===== src/sv/y86_pkg.sv =====
`default_nettype none
// ----------------------------------------------------------------------------
// y86_pkg
// Shared types, codes and decode helpers of the Y86-64 instruction step core.
// ----------------------------------------------------------------------------
package y86_pkg;

  localparam int MEM_BYTES_DEF = 4096;

  localparam logic [1:0] ST_AOK = 2'd0;
  localparam logic [1:0] ST_HLT = 2'd1;
  localparam logic [1:0] ST_ADR = 2'd2;
  localparam logic [1:0] ST_INS = 2'd3;

  localparam logic [1:0] CMD_LOAD = 2'd0;
  localparam logic [1:0] CMD_STEP = 2'd1;
  localparam logic [1:0] CMD_RREG = 2'd2;
  localparam logic [1:0] CMD_RMEM = 2'd3;

  localparam logic [3:0] I_HALT  = 4'h0;
  localparam logic [3:0] I_NOP   = 4'h1;
  localparam logic [3:0] I_CMOV  = 4'h2;
  localparam logic [3:0] I_IRMOV = 4'h3;
  localparam logic [3:0] I_RMMOV = 4'h4;
  localparam logic [3:0] I_MRMOV = 4'h5;
  localparam logic [3:0] I_ALU   = 4'h6;
  localparam logic [3:0] I_JXX   = 4'h7;
  localparam logic [3:0] I_CALL  = 4'h8;
  localparam logic [3:0] I_RET   = 4'h9;
  localparam logic [3:0] I_PUSH  = 4'hA;
  localparam logic [3:0] I_POP   = 4'hB;

  localparam logic [3:0] NOREG  = 4'hF;
  localparam logic [3:0] SP_REG = 4'h4;

  localparam logic [3:0] FN_ADD = 4'd0;
  localparam logic [3:0] FN_SUB = 4'd1;
  localparam logic [3:0] FN_AND = 4'd2;
  localparam logic [3:0] FN_XOR = 4'd3;
  localparam logic [3:0] FN_MAX = 4'd6;

  typedef enum logic [1:0] {A_NPC, A_M, A_IN, A_CLR} asel_t;
  typedef enum logic [1:0] {RS_RA, RS_B, RS_IDX} rsel_t;
  typedef enum logic [1:0] {BS_E, BS_B, BS_ADDR} bsel_t;
  typedef enum logic {WD_A, WD_NPC} wsel_t;
  typedef enum logic [1:0] {RV_ZERO, RV_A, RV_W} rvsel_t;

  typedef enum logic [4:0] {
    S_CLR, S_IDLE, S_LDB, S_RRA, S_RRW, S_RMEM,
    S_FOP, S_FOPW, S_DEC, S_FRR, S_FRRW, S_FIMM, S_FIMR, S_FIMW,
    S_CHK, S_RDA, S_RDB, S_RDBW, S_EXE, S_MEM, S_MRD, S_MRDW, S_MWR,
    S_WB, S_DONE
  } state_t;

  typedef struct packed {
    logic       in_ld;
    logic       clr_wr;
    logic       ld_byte;
    logic       rd_byte;
    logic       wr_byte;
    asel_t      asel;
    logic       npc_inc;
    logic       cnt_clr;
    logic       op_ld;
    logic       rr_ld;
    logic       imm_ld;
    logic       rf_rd;
    rsel_t      rsel;
    logic       cap_a;
    logic       cap_b;
    logic       ex;
    logic       base_ld;
    bsel_t      bsel;
    logic       wd_ld;
    wsel_t      wsel;
    logic       wd_clr;
    logic       sp_wr;
    logic       wb;
    logic       pc_upd;
    logic       resp;
    logic [1:0] status;
    rvsel_t     rv_sel;
  } cmd_t;

  typedef struct packed {
    logic       clr_last;
    logic       npc_oob;
    logic       npc_bad;
    logic       e_bad;
    logic       b_bad;
    logic       addr_bad;
    logic       e_neg;
    logic       cnt_last;
    logic       out_busy;
    logic [3:0] icode;
    logic [3:0] ifun;
    logic [3:0] ra;
    logic [3:0] rb;
  } sts_t;

  function automatic logic need_rr(input logic [3:0] icode);
    case (icode)
      I_CMOV, I_IRMOV, I_RMMOV, I_MRMOV, I_ALU, I_PUSH, I_POP: need_rr = 1'b1;
      default: need_rr = 1'b0;
    endcase
  endfunction

  function automatic logic need_imm(input logic [3:0] icode);
    case (icode)
      I_IRMOV, I_RMMOV, I_MRMOV, I_JXX, I_CALL: need_imm = 1'b1;
      default: need_imm = 1'b0;
    endcase
  endfunction

endpackage
`default_nettype wire


===== src/sv/y86_ctrl.sv =====
`default_nettype none
// ----------------------------------------------------------------------------
// y86_ctrl
// Sequencer of the core: accepts requests, walks fetch, decode, register
// read, execute, memory and write-back phases and issues datapath commands.
// ----------------------------------------------------------------------------
module y86_ctrl (
  input  wire logic          clk,
  input  wire logic          rst_n,
  input  wire logic          in_tvalid,
  output logic               in_tready,
  input  wire logic [1:0]    in_command,
  input  wire y86_pkg::sts_t sts,
  output y86_pkg::cmd_t      cmd
);
  import y86_pkg::*;

  state_t     state_r, state_nxt;
  state_t     ret_r, ret_nxt;
  logic [1:0] st_r, st_nxt;
  logic [1:0] kind_r, kind_nxt;

  always_ff @(posedge clk) begin
    if (!rst_n) begin
      state_r <= S_CLR;
      ret_r   <= S_DONE;
      st_r    <= ST_AOK;
      kind_r  <= CMD_LOAD;
    end else begin
      state_r <= state_nxt;
      ret_r   <= ret_nxt;
      st_r    <= st_nxt;
      kind_r  <= kind_nxt;
    end
  end

  always_comb begin
    cmd       = '0;
    in_tready = 1'b0;
    state_nxt = state_r;
    ret_nxt   = ret_r;
    st_nxt    = st_r;
    kind_nxt  = kind_r;
    case (state_r)
      S_CLR: begin
        cmd.clr_wr = 1'b1;
        cmd.asel   = A_CLR;
        if (sts.clr_last) state_nxt = S_IDLE;
      end
      S_IDLE: begin
        in_tready = 1'b1;
        if (in_tvalid) begin
          cmd.in_ld = 1'b1;
          kind_nxt  = in_command;
          st_nxt    = ST_AOK;
          case (in_command)
            CMD_LOAD: state_nxt = S_LDB;
            CMD_STEP: state_nxt = S_FOP;
            CMD_RREG: state_nxt = S_RRA;
            default:  state_nxt = S_RMEM;
          endcase
        end
      end
      S_LDB: begin
        cmd.ld_byte = 1'b1;
        cmd.asel    = A_IN;
        state_nxt   = S_DONE;
      end
      S_RRA: begin
        cmd.rf_rd = 1'b1;
        cmd.rsel  = RS_IDX;
        state_nxt = S_RRW;
      end
      S_RRW: begin
        cmd.cap_a = 1'b1;
        state_nxt = S_DONE;
      end
      S_RMEM: begin
        if (sts.addr_bad) begin
          cmd.wd_clr = 1'b1;
          state_nxt  = S_DONE;
        end else begin
          cmd.base_ld = 1'b1;
          cmd.bsel    = BS_ADDR;
          ret_nxt     = S_DONE;
          state_nxt   = S_MRD;
        end
      end
      S_FOP: begin
        if (sts.npc_oob) begin
          st_nxt    = ST_ADR;
          state_nxt = S_DONE;
        end else begin
          cmd.rd_byte = 1'b1;
          cmd.asel    = A_NPC;
          cmd.npc_inc = 1'b1;
          state_nxt   = S_FOPW;
        end
      end
      S_FOPW: begin
        cmd.op_ld = 1'b1;
        state_nxt = S_DEC;
      end
      S_DEC: begin
        if (need_rr(sts.icode))       state_nxt = S_FRR;
        else if (need_imm(sts.icode)) state_nxt = S_FIMM;
        else                          state_nxt = S_CHK;
      end
      S_FRR: begin
        if (sts.npc_oob) begin
          st_nxt    = ST_ADR;
          state_nxt = S_DONE;
        end else begin
          cmd.rd_byte = 1'b1;
          cmd.asel    = A_NPC;
          cmd.npc_inc = 1'b1;
          state_nxt   = S_FRRW;
        end
      end
      S_FRRW: begin
        cmd.rr_ld = 1'b1;
        state_nxt = need_imm(sts.icode) ? S_FIMM : S_CHK;
      end
      S_FIMM: begin
        if (sts.npc_bad) begin
          st_nxt    = ST_ADR;
          state_nxt = S_DONE;
        end else begin
          cmd.cnt_clr = 1'b1;
          state_nxt   = S_FIMR;
        end
      end
      S_FIMR: begin
        cmd.rd_byte = 1'b1;
        cmd.asel    = A_NPC;
        cmd.npc_inc = 1'b1;
        if (sts.cnt_last) state_nxt = S_FIMW;
      end
      S_FIMW: begin
        state_nxt = S_CHK;
      end
      S_CHK: begin
        cmd.imm_ld = 1'b1;
        state_nxt  = S_RDA;
        if (sts.ifun > FN_MAX) begin
          st_nxt    = ST_INS;
          state_nxt = S_DONE;
        end else begin
          case (sts.icode)
            I_HALT: begin
              st_nxt    = ST_HLT;
              state_nxt = S_DONE;
            end
            I_NOP: begin
              cmd.pc_upd = 1'b1;
              state_nxt  = S_DONE;
            end
            I_IRMOV: begin
              if (sts.ra != NOREG) begin
                st_nxt    = ST_INS;
                state_nxt = S_DONE;
              end
            end
            I_RMMOV, I_MRMOV, I_CALL: begin
              if (sts.ifun != FN_ADD) begin
                st_nxt    = ST_INS;
                state_nxt = S_DONE;
              end
            end
            I_ALU: begin
              if (sts.ifun > FN_XOR) begin
                st_nxt    = ST_INS;
                state_nxt = S_DONE;
              end
            end
            I_CMOV, I_JXX, I_RET: begin
              state_nxt = S_RDA;
            end
            I_PUSH, I_POP: begin
              if (sts.rb != NOREG) begin
                cmd.pc_upd = 1'b1;
                state_nxt  = S_DONE;
              end
            end
            default: begin
              st_nxt    = ST_INS;
              state_nxt = S_DONE;
            end
          endcase
        end
      end
      S_RDA: begin
        cmd.rf_rd = 1'b1;
        cmd.rsel  = RS_RA;
        state_nxt = S_RDB;
      end
      S_RDB: begin
        cmd.cap_a = 1'b1;
        cmd.rf_rd = 1'b1;
        cmd.rsel  = RS_B;
        state_nxt = S_RDBW;
      end
      S_RDBW: begin
        cmd.cap_b = 1'b1;
        state_nxt = S_EXE;
      end
      S_EXE: begin
        cmd.ex    = 1'b1;
        state_nxt = S_MEM;
      end
      S_MEM: begin
        state_nxt = S_WB;
        case (sts.icode)
          I_RMMOV: begin
            if (!sts.e_bad) begin
              cmd.base_ld = 1'b1;
              cmd.bsel    = BS_E;
              cmd.wd_ld   = 1'b1;
              cmd.wsel    = WD_A;
              ret_nxt     = S_WB;
              state_nxt   = S_MWR;
            end
          end
          I_MRMOV: begin
            if (sts.e_bad) begin
              st_nxt    = ST_ADR;
              state_nxt = S_DONE;
            end else begin
              cmd.base_ld = 1'b1;
              cmd.bsel    = BS_E;
              ret_nxt     = S_WB;
              state_nxt   = S_MRD;
            end
          end
          I_CALL, I_PUSH: begin
            if (sts.e_neg) begin
              st_nxt    = ST_ADR;
              state_nxt = S_DONE;
            end else begin
              cmd.sp_wr = 1'b1;
              if (!sts.e_bad) begin
                cmd.base_ld = 1'b1;
                cmd.bsel    = BS_E;
                cmd.wd_ld   = 1'b1;
                cmd.wsel    = (sts.icode == I_CALL) ? WD_NPC : WD_A;
                ret_nxt     = S_WB;
                state_nxt   = S_MWR;
              end
            end
          end
          I_RET, I_POP: begin
            cmd.sp_wr = 1'b1;
            if (sts.b_bad) begin
              cmd.wd_clr = 1'b1;
            end else begin
              cmd.base_ld = 1'b1;
              cmd.bsel    = BS_B;
              ret_nxt     = S_WB;
              state_nxt   = S_MRD;
            end
          end
          default: state_nxt = S_WB;
        endcase
      end
      S_MRD: begin
        cmd.rd_byte = 1'b1;
        cmd.asel    = A_M;
        if (sts.cnt_last) state_nxt = S_MRDW;
      end
      S_MRDW: begin
        state_nxt = ret_r;
      end
      S_MWR: begin
        cmd.wr_byte = 1'b1;
        cmd.asel    = A_M;
        if (sts.cnt_last) state_nxt = ret_r;
      end
      S_WB: begin
        cmd.wb     = 1'b1;
        cmd.pc_upd = 1'b1;
        state_nxt  = S_DONE;
      end
      S_DONE: begin
        if (!sts.out_busy) begin
          cmd.resp   = 1'b1;
          cmd.status = st_r;
          case (kind_r)
            CMD_RREG: cmd.rv_sel = RV_A;
            CMD_RMEM: cmd.rv_sel = RV_W;
            default:  cmd.rv_sel = RV_ZERO;
          endcase
          state_nxt = S_IDLE;
        end
      end
      default: state_nxt = S_IDLE;
    endcase
  end

endmodule
`default_nettype wire


===== config.mk =====
export PLATFORM = sky130hd
export DESIGN_NAME = y86_ctrl
export DESIGN_NICKNAME = d
export VERILOG_FILES = /design/src/sv/y86_pkg.sv /design/src/sv/y86_ctrl.sv
export SDC_FILE = /design/constraint.sdc
export NUM_CORES = 1
export LEC_CHECK = 0
export BUFFER_PORTS_ARGS = -buffer_cell sky130_fd_sc_hd__clkbuf_2
export CAP_MARGIN = 40
export CELL_PAD_IN_SITES_DETAIL_PLACEMENT = 2
export CELL_PAD_IN_SITES_GLOBAL_PLACEMENT = 2
export CORE_MARGIN = 3
export CORE_UTILIZATION = 27
export DETAILED_ROUTE_END_ITERATION = 7
export GPL_TIMING_DRIVEN = 0
export PLACE_DENSITY_LB_ADDON = 0.1
export SYNTH_ARGS = -nofsm -noshare
export SYNTH_HDL_FRONTEND = slang
export SYNTH_SLANG_ARGS = --single-unit

===== constraint.sdc =====
create_clock -name clk -period 3.24 [get_ports clk]
set_clock_uncertainty 0.05 [all_clocks]
set_input_delay 0.324 -clock clk [delete_from_list [all_inputs] [get_ports clk]]
set_output_delay 0.324 -clock clk [all_outputs]
set_load 0.02 [all_outputs]

==> results of run 1 <==
[per-layer routing]
layer | vias to the layer above | GRT usage [%]
met1 | 1078 | 30.1
met4 | 0 | 2.34
met5 | - | 0
li1 | 1075 | -
met3 | 4 | 2.07
met2 | 48 | 39.5
[sequential cells by signal, summed over array words and instances, names as in the netlist]
signal	count
state_r	5
ret_r	2
kind_r	2
st_r	2
[worst max-delay path by stage]
| stage | cells after the start | to |
|---|---|---|
| after detailed placement | 7 | cmd[0] |
| final | 7 | cmd[0] |
| after global placement | 6 | state_r[3]$_SDFFE_PN0P_ |
| after global routing | 7 | cmd[0] |
| after floorplan | 6 | cmd[0] |
| after CTS | 7 | cmd[0] |
[worst max-delay path, cell delays in order, from the launching register on]
cell and delay, ps:
dfxtp_1 290, buf_2 170, clkbuf_1 270, or3_1 500
nor3_2 370, nand2_1 100, nor2_1 130, clkbuf_2 200
[cells in the mapped netlist, types with 2 or more instances]
| library cell | count |
|---|---|
| a221oi_1 | 2 |
| nor4_1 | 5 |
| buf_1 | 3 |
| clkbuf_1 | 6 |
| and3_1 | 3 |
| a211oi_1 | 3 |
| inv_1 | 13 |
| buf_2 | 10 |
| nand2_1 | 32 |
| mux2i_1 | 2 |
| and2_1 | 3 |
| nor2_1 | 25 |
| a31oi_1 | 5 |
| o32ai_1 | 3 |
| o211ai_1 | 3 |
| a21oi_1 | 21 |
| a31o_2 | 2 |
| or3b_1 | 2 |
| o21ai_0 | 12 |
| nand3b_1 | 2 |
| a311oi_2 | 2 |
| or4_1 | 3 |
| xnor2_1 | 3 |
| o31ai_1 | 2 |
| nor2b_1 | 6 |
| a32oi_1 | 3 |
| a21o_1 | 2 |
| o21a_1 | 2 |
| dfxtp_1 | 11 |
| nor3_1 | 12 |
| nor4bb_1 | 3 |
| nand2b_1 | 6 |
| or3_1 | 4 |
| nand4_1 | 2 |
| nand3_1 | 13 |
[cell families after synthesis]
kind of cell | after synthesis | synth area share (%)
and+or+nand+nor | 130 | 41.9
buffers and inverters | 33 | 8.60
xor gates and xnor gates | 3 | 1.61
muxes | 2 | 1.23
AOI/OAI and AO/OA | 76 | 33.2
DFF | 11 | 13.5
[layout make-up]
cell class | count | area [µm²]
Multi-Input combinational cell | 211 | 1270
Fill cell | 742 | 3610
Buffer | 20 | 91.3
Clock buffer | 4 | 45.0
Tap cell | 72 | 90.1
Timing Repair Buffer | 60 | 300
Inverter | 13 | 48.8
Sequential cell | 11 | 220
[power by group through the flow]
stage                     Clock [mW]  Combinational, mW  Sequential [mW]
final                          0.142              0.294            0.148
after global routing           0.152              0.319            0.148
after CTS                      0.146              0.293            0.148
after detailed placement           0              0.291            0.150
after global placement             0              0.289            0.150
after floorplan                    0              0.193            0.148
==> metrics, run 1 <==
fin crit share=81.9%; crit path time final=2650 ps; hold path depth=3; Leakage=0.880 nW; status=completed; GPL Wtd Cong=0.927; router iterations before antenna repair=4; WHS=315 ps; Hold Buf Count CTS=0; Worst Hold Class=input port to register; clock-pin slew on the worst setup and hold paths=50 ps; Final Hold Vio Count=0; post-layout util=36.4%; global-route wire length before repair=12.7 mm; post-synth top area share=13.5%; clock sink count=11; met3 wire length=286 µm; DRT met1 WL=3.71 mm; crit end category=primary output; reg-to-reg setup timing slack=870 ps; # Max-Cap Violations=0; worst setup path start=state_r[2]$_SDFFE_PN0P_; Clk network pwr share=24.4%; gr ovfl total=0; Routed wire per std cell=19.9 µm; Syn. warnings=0; FFs w/ async S/R, synth=0%; Rows=27; Setup TNS=0 ps; commonest cells after routing, fill and taps aside=clkbuf_2 (60), nand2_1 (32), nor2_1 (25), a21oi_1 (21); H-Tree Depth=1; VDD IR max=0.201 mV; total vias in the final route=2205; Root Buffer=clkbuf_8; crit path DAT=2280 ps; met2 routed WL=3.76 mm; internal power component=333 µW; CTS max path bufs=2; commonest non-fill, non-tap cell in the layout=clkbuf_2; DP Area=2020 µm²; Post-CTS Setup Repair Bufs=0; Ports=63; worst hold endpoint=kind_r[0]$_SDFFE_PN0P_; post-cts sizing count=0; Sequential Power Share=25.3%; CTS tree=built; Combinational Power Share=50.3%; crit path max fanout=10; P&R area growth vs syn=26.7%; capturing point of the worst reg2reg path=state_r[3]$_SDFFE_PN0P_; final setup violating endpoints=0; die area=7010 µm²; Design Power=585 µW; drt via density=5.64; width of the chip=83.7 µm; Crit Path Class=register to primary output; Setup crit start kind=register; DRC=0; Detail Route Antenna Nets=0; largest net degree at the start of global routing=11; ant diodes=0; final setup margin=585 ps; Avg Cell Area, Syn=6.39 µm²; worst r2r src=state_r[2]$_SDFFE_PN0P_; pre-CTS setup slack=849 ps; Final Instance Count excl. Fillers=391; GRT Overall Usage=22.3%; placed insts=387; core outline area=5680 µm²; prevailing post-synth register cell=dfxtp_1; initial core utilization=28.7%; highest routed layer=met4; Syn Std Cell Area=1630 µm²; reg2reg path depth=6; Sw Share=43.0%; HP Start=in_command[0]; f_max=377 MHz; Seq/Total Area, Yosys=13.5%; Synthesized Nets=285; Max transition margin=58.5%; initial antenna violation count=0; DP HPWL=6.32 mm; DR iter-0 viols=112; Synth cell types=59; TritonCTS Buffers=3; area leader, netlist=dfxtp_1; RSZ-0062 raised after global routing=false; vias in the first global route=2298; WP data required=2870 ps; Power Dens Cells=283 nW/µm²; Die H=83.7 µm; EDFF count, synth=0; layout cells sized above 1=27.3%; drt total wl=7.79 mm; quantity of I/O buffers inserted on ports=60; final instance area=2070 µm²; Yosys reg bits=11; slew at the pin with the worst max-slew slack=615 ps; top cells by area, synth=dfxtp_1 (14%), nand2_1 (7.4%), a21oi_1 (6.4%); sw power=252 µW; final slew viol count=0; worst skew pair latency=240 ps; Final nets=350; gate count after technology mapping=255
(Power assumes the default switching activity.)
==> run 2: changes to the inputs <==
--- a/config.mk
+++ b/config.mk
@@ -10,7 +10,7 @@
 export CELL_PAD_IN_SITES_DETAIL_PLACEMENT = 2
 export CELL_PAD_IN_SITES_GLOBAL_PLACEMENT = 2
 export CORE_MARGIN = 3
-export CORE_UTILIZATION = 27
+export CORE_UTILIZATION = 25
 export DETAILED_ROUTE_END_ITERATION = 7
 export GPL_TIMING_DRIVEN = 0
 export PLACE_DENSITY_LB_ADDON = 0.1
==> constraint.sdc (replaced) <==
create_clock -name clk -period 2.66 [get_ports clk]
set_clock_uncertainty 0.05 [all_clocks]
set_input_delay 0.266 -clock clk [delete_from_list [all_inputs] [get_ports clk]]
set_output_delay 0.266 -clock clk [all_outputs]
set_load 0.02 [all_outputs]
==> run 2 against run 1 <==
First-iteration DRC count decreased by 38%. Sequential share of layout area fell by 0.071 points. Cell area grew 0.67%. Clock power increased by 22%. Global-route usage is 0.47 points lower. Via count up 1.3%. Core utilization decreased by 2.5 points. Hold slack worse by 73 ps. Worst setup slack worse by 430 ps. Flip-flop and latch count is the same. Die area increased by 7.4%.
==> metrics, run 2 (synthesis gave the netlist of run 1 again) <==
# Max-Cap Violations=0 (unchanged); post-cts sizing count=0 (unchanged); initial core utilization=26.6% (was 28.7%); reg2reg path depth=7 (was 6); Detail Route Antenna Nets=0 (unchanged); f_max=399 MHz; met1 GRT Util=29.6% (was 30.1%); P&R area growth vs syn=27.6% (was 26.7%); DRC=0 (unchanged); RSZ-0062 raised after global routing=false (unchanged); Worst Hold Class=input port to register (unchanged); ant diodes=0 (unchanged); commonest cells after routing, fill and taps aside=clkbuf_2 (61), nand2_1 (32), nor2_1 (25), a21oi_1 (21) (was clkbuf_2 (60), nand2_1 (32), nor2_1 (25), a21oi_1 (21)); Setup TNS=0 ps (unchanged); Sw Share=43.2% (was 43.0%); core outline area=6130 µm² (was 5680 µm²); Final nets=350 (unchanged); Die H=86.8 µm (was 83.7 µm); Ports=63 (unchanged); Hold Buf Count CTS=0 (unchanged); drt total wl=7.99 mm (was 7.79 mm); slew at the pin with the worst max-slew slack=682 ps (was 615 ps); clock-pin slew on the worst setup and hold paths=60 ps (was 50 ps); Routed wire per std cell=20.3 µm (was 19.9 µm); multi-input logic area=1280 µm² (was 1270 µm²); total vias in the final route=2234 (was 2205); router iterations before antenna repair=4 (unchanged); Sequential Power Share=25.2% (was 25.3%); clock sink count=11 (unchanged); worst r2r src=state_r[3]$_SDFFE_PN0P_ (was state_r[2]$_SDFFE_PN0P_); grt peak-use layer=met2 (unchanged); crit path max fanout=10 (unchanged); Largest register FFs=5 (unchanged); capturing point of the worst reg2reg path=state_r[0]$_SDFFE_PN0P_ (was state_r[3]$_SDFFE_PN0P_); final slew viol count=0 (unchanged); Rows=28 (was 27); quantity of I/O buffers inserted on ports=60 (unchanged); drt via density=5.67 (was 5.64); DR iter-0 viols=69 (was 112); GPL Wtd Cong=0.918 (was 0.927); largest net degree at the start of global routing=11 (unchanged); worst skew pair latency=240 ps (about the same); crit path DAT=2190 ps (was 2280 ps); CTS tree=built (unchanged); CTS max path bufs=2 (unchanged); internal power component=406 µW (was 333 µW); Clk network pwr share=24.2% (was 24.4%); global-route wire length before repair=12.8 mm (was 12.7 mm); gr ovfl total=0 (unchanged); crit end category=primary output (unchanged); vias in the first global route=2326 (was 2298); most flop-heavy register=state_r (unchanged); commonest non-fill, non-tap cell in the layout=clkbuf_2 (unchanged); die area=7530 µm² (was 7010 µm²); Post-CTS Setup Repair Bufs=0 (unchanged); Setup crit start kind=register (unchanged); width of the chip=86.8 µm (was 83.7 µm); post-layout util=33.9% (was 36.4%); H-Tree Depth=1 (unchanged); GRT Overall Usage=21.8% (was 22.3%); Final Hold Vio Count=0 (unchanged); worst hold endpoint=kind_r[0]$_SDFFE_PN0P_ (unchanged); Combinational Power Share=50.5% (was 50.3%); initial antenna violation count=0 (unchanged); final setup violating endpoints=0 (unchanged); fin crit share=94.1%; layout cells sized above 1=27.9% (was 27.3%); GR Util met3=2.19% (was 2.07%); met2 Use GR=37.7% (was 39.5%); reg-to-reg setup timing slack=370 ps (was 870 ps); sw power=309 µW (was 252 µW); DP HPWL=6.51 mm (was 6.32 mm); VDD IR max=0.275 mV (was 0.201 mV); status=completed (unchanged); HP Start=in_command[0] (unchanged); Crit Path Class=register to primary output (unchanged); Root Buffer=clkbuf_8 (unchanged); register area=220 µm² (unchanged); fill count=789 (was 742); TritonCTS Buffers=3 (unchanged); WP data required=2340 ps (was 2870 ps); hold path depth=3 (unchanged); Max transition margin=53.9% (was 58.5%); Power Dens Cells=344 nW/µm² (was 283 nW/µm²); crit path time final=2500 ps; Leakage=0.885 nW (was 0.880 nW)
[run 2: power by group through the flow]
stage / sequential [mW] / combinational [mW] / clock, mW
floorplan: 0.181 / 0.236 / 0
global placement: 0.183 / 0.354 / 0
detailed placement: 0.184 / 0.359 / 0
CTS: 0.180 / 0.361 / 0.180
global route: 0.182 / 0.400 / 0.188
finish: 0.181 / 0.361 / 0.173
[run 2: area by class of cell]
| cell class | count | share of cell area, % |
|---|---|---|
| Tap cell | 75 | 4.51 |
| Timing Repair Buffer | 60 | 14.4 |
| Clock buffer | 4 | 2.17 |
| Buffer | 20 | 4.45 |
| Sequential cell | 11 | 10.6 |
| Multi-Input combinational cell | 211 | 61.5 |
| Inverter | 13 | 2.35 |
[run 2: per-stage QoR]
stage	power (mW)	worst slack, ps	std cells	cell area (µm²)	hold slack, ps
2_1_floorplan	0.416	469	255	1630	352
3_3_place_gp	0.537	298	390	2020	389
3_5_place_dp	0.543	281	390	2020	398
4_1_cts	0.721	81.8	394	2070	239
5_1_grt	0.769	5.99	394	2080	255
6_report	0.715	156	394	2080	242
[run 2: layer usage]
| layer | part of all wire (%) | vias up |
|---|---|---|
| met5 | 0 | - |
| met4 | 1.1 | 0 |
| met3 | 4.3 | 6 |
| met2 | 49 | 62 |
| met1 | 46 | 1099 |
| li1 | - | 1067 |
[run 2: how the worst max path moves through the flow]
stage,start,cells past startpoint,end
2_1_floorplan,state_r[2]$_SDFFE_PN0P_,7,st_r[1]$_SDFFE_PN0P_
3_3_place_gp,state_r[2]$_SDFFE_PN0P_,6,state_r[3]$_SDFFE_PN0P_
3_5_place_dp,state_r[3]$_SDFFE_PN0P_,7,state_r[0]$_SDFFE_PN0P_
4_1_cts,state_r[3]$_SDFFE_PN0P_,6,cmd[8]
5_1_grt,state_r[2]$_SDFFE_PN0P_,6,cmd[28]
6_report,state_r[2]$_SDFFE_PN0P_,6,cmd[1]
[run 2: critical path, cell delays in order, from the launching register on]
cell and delay (ps):
dfxtp_1 290, buf_2 180, buf_1 260, or3_1 530, nor3_4 320, and3_1 200, clkbuf_2 170
